==> config.mk <==
export PLATFORM = sky130hd
export DESIGN_NAME = lottery_process_scheduler
export DESIGN_NICKNAME = d
export VERILOG_FILES = /design/src/design/lps_pkg.sv /design/src/design/lottery_process_scheduler.sv
export SDC_FILE = /design/constraint.sdc
export NUM_CORES = 1
export LEC_CHECK = 0
export BUFFER_PORTS_ARGS = -buffer_cell sky130_fd_sc_hd__buf_4
export CAP_MARGIN = 20
export CELL_PAD_IN_SITES_DETAIL_PLACEMENT = 0
export CELL_PAD_IN_SITES_GLOBAL_PLACEMENT = 2
export CORE_MARGIN = 10
export CORE_UTILIZATION = 41
export DETAILED_ROUTE_END_ITERATION = 16
export HOLD_SLACK_MARGIN = 0.1
export PLACE_DENSITY = 0.77
export RECOVER_POWER = 100
export SLEW_MARGIN = 20
export SYNTH_ARGS = -nofsm -noshare
export SYNTH_HDL_FRONTEND = slang
export SYNTH_SLANG_ARGS = --single-unit
==> constraint.sdc <==
create_clock -name clk_i -period 4.6 [get_ports clk_i]
set_input_delay 0.92 -clock clk_i [delete_from_list [all_inputs] [get_ports clk_i]]
set_output_delay 0.92 -clock clk_i [all_outputs]
set_load 0.01 [all_outputs]
==> src/design/lps_pkg.sv <==
package lps_pkg;
  localparam int unsigned SLOTS = 16;
  localparam int unsigned SLOT_W = 4;
  localparam int unsigned ID_W = 16;
  localparam int unsigned TKT_W = 8;
  localparam int unsigned POOL_W = 12;
  localparam int unsigned RND_W = 16;
  localparam int unsigned CNT_W = 5;

  typedef enum logic [2:0] {
    ACT_ADD     = 3'd0,
    ACT_BLOCK   = 3'd1,
    ACT_UNBLOCK = 3'd2,
    ACT_REMOVE  = 3'd3,
    ACT_PICK    = 3'd4
  } action_e;

  typedef enum logic [2:0] {
    ST_OK    = 3'd0,
    ST_FULL  = 3'd1,
    ST_EMPTY = 3'd2,
    ST_WAIT  = 3'd3,
    ST_BAD   = 3'd4
  } status_e;
endpackage

==> src/design/lottery_process_scheduler.sv <==
// Lottery scheduler with a 16-slot ready table and a 16-slot blocked table.
// Assert start_i while busy_o is low to issue a request; exactly one result
// follows, shown for one cycle with done_o high, and the receiver cannot stall
// it. Add, block, unblock and remove pass through a read state, an execute
// state and a done state. A pick reads and decodes and, when a draw can be
// made, draws modulo the ticket pool (a restoring subtract loop, one quotient
// bit per cycle), walks over the ready slots (each slot waits for the registered
// table read, stopping at the winner), and then shows the result.
module lottery_process_scheduler (
  input  logic                        clk_i,
  input  logic                        rst_ni,
  input  logic                        start_i,
  output logic                        busy_o,
  input  logic [2:0]                  action_i,
  input  logic [lps_pkg::ID_W-1:0]    proc_id_i,
  input  logic [lps_pkg::TKT_W-1:0]   tickets_i,
  input  logic [lps_pkg::SLOT_W-1:0]  blocked_slot_i,
  input  logic [lps_pkg::RND_W-1:0]   random_value_i,
  output logic                        done_o,
  output logic [2:0]                  status_o,
  output logic [lps_pkg::SLOT_W-1:0]  slot_o,
  output logic [lps_pkg::ID_W-1:0]    chosen_id_o,
  output logic [11:0]                 ticket_drawn_o,
  output logic [11:0]                 total_tickets_o,
  output logic [5:0]                  process_count_o
);
  import lps_pkg::*;

  typedef enum logic [5:0] {
    S_IDLE = 6'b000001,
    S_READ = 6'b000010,
    S_EXEC = 6'b000100,
    S_DIV  = 6'b001000,
    S_WALK = 6'b010000,
    S_DONE = 6'b100000
  } state_e;

  state_e state_q, state_d;

  logic [SLOTS-1:0] rvalid_q, bvalid_q;
  logic [ID_W-1:0]  rid_mem [SLOTS];
  logic [TKT_W-1:0] rtk_mem [SLOTS];
  logic [ID_W-1:0]  bid_mem [SLOTS];
  logic [TKT_W-1:0] btk_mem [SLOTS];
  logic             run_valid_q;
  logic [SLOT_W-1:0] run_slot_q;
  logic [POOL_W-1:0] pool_q;
  logic [CNT_W-1:0] rcnt_q, bcnt_q;

  logic [2:0]        act_q;
  logic [ID_W-1:0]   pid_q;
  logic [TKT_W-1:0]  tkt_q;
  logic [SLOT_W-1:0] bsl_q;
  logic [RND_W-1:0]  rem_q;
  logic [4:0]        step_q;
  logic [SLOT_W-1:0] walk_q;
  logic [POOL_W:0]   sum_q;

  // registered memory reads
  logic [ID_W-1:0]  rid_rd_q, bid_rd_q;
  logic [TKT_W-1:0] rtk_rd_q, btk_rd_q;
  logic [SLOT_W-1:0] rd_addr;

  logic [2:0]        st_q;
  logic [SLOT_W-1:0] oslot_q;
  logic [ID_W-1:0]   oid_q;
  logic [11:0]       odraw_q;

  // lowest free slot search
  logic              rfree_ok, bfree_ok;
  logic [SLOT_W-1:0] rfree, bfree;
  always_comb begin
    rfree_ok = 1'b0;
    rfree    = '0;
    bfree_ok = 1'b0;
    bfree    = '0;
    for (int i = SLOTS - 1; i >= 0; i--) begin
      if (!rvalid_q[i]) begin
        rfree_ok = 1'b1;
        rfree    = SLOT_W'(i);
      end
      if (!bvalid_q[i]) begin
        bfree_ok = 1'b1;
        bfree    = SLOT_W'(i);
      end
    end
  end

  always_comb begin
    case (state_q)
      S_WALK:  rd_addr = walk_q;
      default: rd_addr = run_slot_q;
    endcase
  end

  // one restoring subtract step of the draw modulo
  logic [POOL_W+RND_W-1:0] div_sub;
  logic [RND_W+POOL_W-1:0] rem_ext;
  logic [POOL_W+RND_W-1:0] shifted;
  logic [3:0] bitn;
  always_comb begin
    bitn    = 4'(4'd15 - step_q[3:0]);
    rem_ext = {{POOL_W{1'b0}}, rem_q};
    shifted = {{RND_W{1'b0}}, pool_q} << bitn;
    div_sub = rem_ext - shifted;
  end

  logic [POOL_W:0] walk_sum;
  logic            walk_hit, walk_last;
  assign walk_sum  = sum_q + (POOL_W+1)'(rtk_rd_q);
  assign walk_hit  = rvalid_q[walk_q] && (walk_sum > (POOL_W+1)'(rem_q[POOL_W-1:0]));
  assign walk_last = (walk_q == SLOT_W'(SLOTS - 1));

  always_ff @(posedge clk_i) begin
    rid_rd_q <= rid_mem[rd_addr];
    rtk_rd_q <= rtk_mem[rd_addr];
    bid_rd_q <= bid_mem[bsl_q];
    btk_rd_q <= btk_mem[bsl_q];
    if (state_q == S_EXEC) begin
      case (act_q)
        ACT_ADD: begin
          if (tkt_q != '0 && rfree_ok) begin
            rid_mem[rfree] <= pid_q;
            rtk_mem[rfree] <= tkt_q;
          end
        end
        ACT_BLOCK: begin
          if (run_valid_q && bfree_ok) begin
            bid_mem[bfree] <= rid_rd_q;
            btk_mem[bfree] <= rtk_rd_q;
          end
        end
        ACT_UNBLOCK: begin
          if (bvalid_q[bsl_q] && rfree_ok) begin
            rid_mem[rfree] <= bid_rd_q;
            rtk_mem[rfree] <= btk_rd_q;
          end
        end
        default: ;
      endcase
    end
  end

  always_comb begin
    state_d = state_q;
    case (state_q)
      S_IDLE:  if (start_i) state_d = S_READ;
      S_READ:  state_d = S_EXEC;
      S_EXEC: begin
        if (act_q == ACT_PICK && !(rcnt_q == '0 && !run_valid_q) && pool_q != '0) begin
          state_d = S_DIV;
        end else begin
          state_d = S_DONE;
        end
      end
      S_DIV:   if (step_q == 5'd15) state_d = S_WALK;
      S_WALK:  if (step_q != 5'd16 && (walk_hit || walk_last)) state_d = S_DONE;
      S_DONE:  state_d = S_IDLE;
      default: state_d = S_IDLE;
    endcase
  end

  always_ff @(posedge clk_i or negedge rst_ni) begin
    if (!rst_ni) begin
      state_q     <= S_IDLE;
      rvalid_q    <= '0;
      bvalid_q    <= '0;
      run_valid_q <= 1'b0;
      run_slot_q  <= '0;
      pool_q      <= '0;
      rcnt_q      <= '0;
      bcnt_q      <= '0;
      st_q        <= ST_OK;
      oslot_q     <= '0;
      oid_q       <= '0;
      odraw_q     <= '0;
      step_q      <= '0;
      walk_q      <= '0;
      sum_q       <= '0;
    end else begin
      state_q <= state_d;
      case (state_q)
        S_IDLE: begin
          if (start_i) begin
            act_q   <= action_i;
            pid_q   <= proc_id_i;
            tkt_q   <= tickets_i;
            bsl_q   <= blocked_slot_i;
            rem_q   <= random_value_i;
            st_q    <= ST_BAD;
            oslot_q <= '0;
            oid_q   <= '0;
            odraw_q <= '0;
          end
        end
        S_EXEC: begin
          case (act_q)
            ACT_ADD: begin
              if (tkt_q == '0) begin
                st_q <= ST_BAD;
              end else if (!rfree_ok) begin
                st_q <= ST_FULL;
              end else begin
                rvalid_q[rfree] <= 1'b1;
                rcnt_q  <= rcnt_q + 1'b1;
                pool_q  <= pool_q + POOL_W'(tkt_q);
                st_q    <= ST_OK;
                oslot_q <= rfree;
                oid_q   <= pid_q;
              end
            end
            ACT_BLOCK: begin
              if (!run_valid_q) begin
                st_q <= ST_BAD;
              end else if (!bfree_ok) begin
                st_q <= ST_FULL;
              end else begin
                rvalid_q[run_slot_q] <= 1'b0;
                pool_q      <= pool_q - POOL_W'(rtk_rd_q);
                bvalid_q[bfree] <= 1'b1;
                bcnt_q      <= bcnt_q + 1'b1;
                run_valid_q <= 1'b0;
                st_q    <= ST_OK;
                oslot_q <= bfree;
                oid_q   <= rid_rd_q;
              end
            end
            ACT_UNBLOCK: begin
              if (!bvalid_q[bsl_q]) begin
                st_q <= ST_BAD;
              end else if (!rfree_ok) begin
                st_q <= ST_FULL;
              end else begin
                bvalid_q[bsl_q] <= 1'b0;
                rvalid_q[rfree] <= 1'b1;
                pool_q  <= pool_q + POOL_W'(btk_rd_q);
                rcnt_q  <= rcnt_q + 1'b1;
                bcnt_q  <= bcnt_q - 1'b1;
                st_q    <= ST_OK;
                oslot_q <= rfree;
                oid_q   <= bid_rd_q;
              end
            end
            ACT_REMOVE: begin
              if (!run_valid_q) begin
                st_q <= ST_BAD;
              end else begin
                rvalid_q[run_slot_q] <= 1'b0;
                pool_q      <= pool_q - POOL_W'(rtk_rd_q);
                run_valid_q <= 1'b0;
                st_q    <= ST_OK;
                oslot_q <= run_slot_q;
                oid_q   <= rid_rd_q;
              end
            end
            ACT_PICK: begin
              if (run_valid_q) begin
                run_valid_q <= 1'b0;
              end
              if (rcnt_q == '0 && !run_valid_q) begin
                st_q <= (bcnt_q != '0) ? ST_WAIT : ST_EMPTY;
              end else if (pool_q == '0) begin
                rcnt_q <= rcnt_q + CNT_W'(run_valid_q);
                st_q   <= ST_EMPTY;
              end else begin
                rcnt_q <= rcnt_q + CNT_W'(run_valid_q);
                step_q <= '0;
              end
            end
            default: st_q <= ST_BAD;
          endcase
        end
        S_DIV: begin
          if (!div_sub[POOL_W+RND_W-1]) rem_q <= div_sub[RND_W-1:0];
          step_q <= step_q + 1'b1;
          walk_q <= '0;
          sum_q  <= '0;
        end
        S_WALK: begin
          // the table read is registered; step 16 waits for the read data to be valid
          if (step_q == 5'd16) begin
            step_q <= 5'd17;
            walk_q <= walk_q;
          end else begin
            if (walk_hit) begin
              rcnt_q      <= rcnt_q - 1'b1;
              run_valid_q <= 1'b1;
              run_slot_q  <= walk_q;
              st_q        <= ST_OK;
              oslot_q     <= walk_q;
              oid_q       <= rid_rd_q;
              odraw_q     <= rem_q[11:0];
            end else if (walk_last) begin
              st_q <= ST_EMPTY;
            end else begin
              if (rvalid_q[walk_q]) sum_q <= walk_sum;
              walk_q <= walk_q + 1'b1;
              step_q <= 5'd16;
            end
          end
        end
        default: ;
      endcase
    end
  end

  assign busy_o          = (state_q != S_IDLE);
  assign done_o          = (state_q == S_DONE);
  assign status_o        = st_q;
  assign slot_o          = oslot_q;
  assign chosen_id_o     = oid_q;
  assign ticket_drawn_o  = odraw_q;
  assign total_tickets_o = pool_q;
  assign process_count_o = 6'(rcnt_q) + 6'(bcnt_q) + 6'(run_valid_q);
endmodule

==> out/results.ini <==
[timing]
fin_crit_sh_pct = 95.76
finClkSkew_ns = 0.02182
hold_viol = 0
period_needed_ns = 4.405
rsz0062_at_grt = yes
drv_slew = 198
slew_headroom_pct = -31.48
worst_pin_slew_ns = 1.972
fmax_mhz = 227.0
final-setup-viol-count = 0

[critical_path]
critical_path.slowest_cell = mux2i_1
critPathRequiredTime_ns = 5.15
cpPeakStageDelay_ns = 1.46
r2r-start = state_q[2]$_DFFE_PN0P_
ff2ff_path_depth = 9
worstPathArrival_ns = 4.96
worstReg2RegEnd = rid_rd_q[4]$_DFF_P_
end_kind = register
crit_chain = nor4_1 -> nand3b_1 -> mux2i_1 -> clkbuf_2 -> nand2_1 -> and3_1 -> a311oi_1 -> a31oi_1 -> a21oi_1
start_kind = register
ff2ff_setup_slack_ns = 0.19
critical_path_class = reg -> reg
crit_path_max_fanout = 19

[grt]
antenna_found_initial = 5
grt_pass1_vias = 26390
track_usage_pct = 19.51
grt_pass1_wl_um = 172000
grt_overflow = 0
grt_max_degree = 79

[cells_and_area]
area_growth_pct = 14.40
drive_gt1_share_pct = 15.34
mostFrequentLayoutCell = edfxtp_1
finalNonFillerCells = 4608
fin_util_pct = 47.24
nFillCells = 8862
final_cell_mix = edfxtp_1 (815), nand2_1 (529), o21ai_0 (148)
multiInputGateArea_um2 = 12810
ff_latch_area_um2 = 28490
fin_nets = 3271
diodes = 0

[drt]
vias = 26210
drt_wl_total_um = 114800
first_pass_iters = 5
final_antenna_net_count = 0
wl_per_cell_um = 24.91
drtIter0Drc = 2525
avgViaCountPerCell = 5.688
drc = 0

[synth]
synth_top_cell_area_share_pct = 58.25
synthXorXnorAreaFrac_pct = 1.084
synthArstFlopShare_pct = 12.39
yosys.cell_types.count = 77
synth_edf_count = 815
syn_avg_cell_area_um2 = 14.00
synth.area.top_cells = edfxtp_1 (58%), dfrtp_1 (7.2%), mux4_2 (7.0%)
synth_ff_type = edfxtp_1
synth_top_family_by_area = simple AND/OR/NAND/NOR gates
synth_cells = 3002
netlist_area_um2 = 42010
yosys-mux-area-fraction_pct = 8.735
ys_ff_latch = 985
yosysWarnings = 0
synth_top_area_cell = edfxtp_1
synth_compound_area_share_pct = 7.594
synth-adder-area-share_pct = 2.239
synth.net_count = 3123
yosys.area_share.simple_pct = 10.47
yosysSeqAreaShare_pct = 67.81

[floorplanning]
initial_core_util_pct = 41.29
rows = 117
ios = 105
die_w_um = 340.1
die_area_um2 = 115700
coreArea_um2 = 101700
fp.dieH_um = 340.1

[worst_hold_path]
worst_hold_path.endpoint = tkt_q[2]$_DFFE_PP_
worstHoldStart = tickets_i[2]
worst_hold_path_type = in -> reg
hold_depth = 1

[power_and_ir_drop]
seq_power_share_pct = 48.2
p_sw_share_pct = 24.86
ir_drop_v = 0.0003237
finalPower_mw = 21.19
powerDensity_nw_per_um2 = 440.8
combPwrFrac_pct = 11.4
intPower_mw = 15.92
switchingPower_mw = 5.267
power.leakage_nw = 16.99
clockPowerShare_pct = 40.4

[clock_tree]
root_buffer = clkbuf_16
cts_max_level = 3
cts_buffers = 103
cts_num_sinks = 985
path_clk_slew_ns = 0.06
clock_latency_ns = 0.69
cts_tree = yes
cts_buffer_depth = 3
post-cts-setup-buffers = 0

[run_status]
status = finished with violations
violations = max-capacitance violations, max-slew violations

[placed_design]
place_congestion = 0.8568
dp_hpwl_um = 70140
dp.cells = 4412
io_buffers = 104

[job]
drv_cap = 5

==> power by group through the flow <==
stage,Combinational [mW],Clock [mW],Sequential [mW]
after floorplan,1.59,0,10.3
after CTS,2.54,8.72,10.2
final,2.42,8.55,10.2
after global placement,2.49,0,10.4
after detailed placement,2.53,0,10.4
after global routing,2.66,9.10,10.3
==> critical path: cells and delay by family (launching register included) <==
| family | cells | cell delay [ns] |
|---|---|---|
| and+or+nand+nor | 4 | 1.02 |
| DFF | 1 | 0.44 |
| buffers and inverters | 1 | 0.59 |
| AOI/OAI and AO/OA | 3 | 0.75 |
| muxes | 1 | 1.46 |
==> cell type report <==
| cell class | instances | area share, % |
|---|---|---|
| clock buffer | 140 | 6.055 |
| timing repair buffer | 208 | 2.707 |
| tap | 1368 | 3.561 |
| inverter | 58 | 0.4556 |
| multi-input combinational | 1794 | 26.65 |
| clock inverter | 55 | 1.294 |
| sequential | 985 | 59.27 |
==> how the worst max path moves through the flow <==
stage	cells after the start	to	startpoint	slack, ns
3_5_place_dp	19	rcnt_q[4]$_DFFE_PN0P_	sum_q[0]$_DFFE_PN0P_	-0.1
6_report	9	rid_rd_q[4]$_DFF_P_	state_q[2]$_DFFE_PN0P_	0.19
2_1_floorplan	18	walk_q[2]$_DFFE_PN0P_	rtk_rd_q[0]$_DFF_P_	0.13
3_3_place_gp	19	rcnt_q[4]$_DFFE_PN0P_	sum_q[0]$_DFFE_PN0P_	-0.15
5_1_grt	19	sum_q[6]$_DFFE_PN0P_	sum_q[0]$_DFFE_PN0P_	-0.05
4_1_cts	19	sum_q[6]$_DFFE_PN0P_	sum_q[0]$_DFFE_PN0P_	0.06
==> cells in the mapped netlist (all sizes together) (5+ instances only) <==
library cell	instances
or3	10
nor3b	5
a211oi	8
nand4	17
buf	39
o211ai	14
clkbuf	126
fa	7
a31oi	37
nand3	140
o21ai	166
a21oi	92
nor4	12
a21o	15
mux2i	13
o31ai	6
dfxtp	48
a22oi	25
dfrtp	121
nand2	530
and2	13
and3	60
o22ai	8
nor3	20
o21a	9
a31o	6
mux4	135
edfxtp	815
ha	64
nor2	114
nand3b	5
nand2b	14
or4	13
or2	8
xnor2	23
mux2	43
xor2	29
o21bai	5
nor2b	13
inv	57
a311oi	73
==> kinds of logic after synthesis <==
family | after synthesis
simple gates | 983
mux | 191
buf+inv | 223
compound gates | 497
fa+ha+maj | 71
flops | 985
xor+xnor | 52
==> what timing repair did <==
action / in CTS / in global routing
hold endpoints to repair: 9 / 0
hold buffers: 1 / 0
endpoints found under the setup margin: 34 / 76
gates cloned: 0 / 0
gates resized for setup: 1 / 4
==> through the flow <==
stage	setup TNS (ns)	cell area (um^2)	hold slack (ns)	setup WS (ns)
2_1_floorplan	0	42010	0.4673	0.1290
3_3_place_gp	-2.830	44980	0.4886	-0.1471
3_5_place_dp	-0.6530	44980	0.4948	-0.09847
4_1_cts	0	48530	0.3638	0.05984
5_1_grt	-0.04581	48060	0.4024	-0.04581
6_report	0	48060	0.4379	0.1949
==> flip-flops by register name (all words and copies together), names as in the netlist, 6 cells and up <==
register,cells
btk_rd_q,8
rem_q,16
bvalid_q,16
sum_q,13
total_tickets_o,12
tkt_q,8
rtk_rd_q,8
chosen_id_o,16
state_q,6
bid_mem,256
btk_mem,128
bid_rd_q,16
ticket_drawn_o,12
rtk_mem,128
rid_rd_q,16
rid_mem,256
rvalid_q,16
pid_q,16
==> per-layer routing <==
| layer | vias up | part of all wire (%) | GRT usage (%) |
|---|---|---|---|
| met5 | - | 0.018 | 0 |
| met2 | 929 | 48 | 32.14 |
| met3 | 182 | 6.2 | 2.962 |
| met4 | 4 | 2.8 | 5.664 |
| met1 | 13350 | 43 | 26.68 |
| li1 | 11750 | - | - |
No activity file was read; power rests on OpenSTA's default activity.
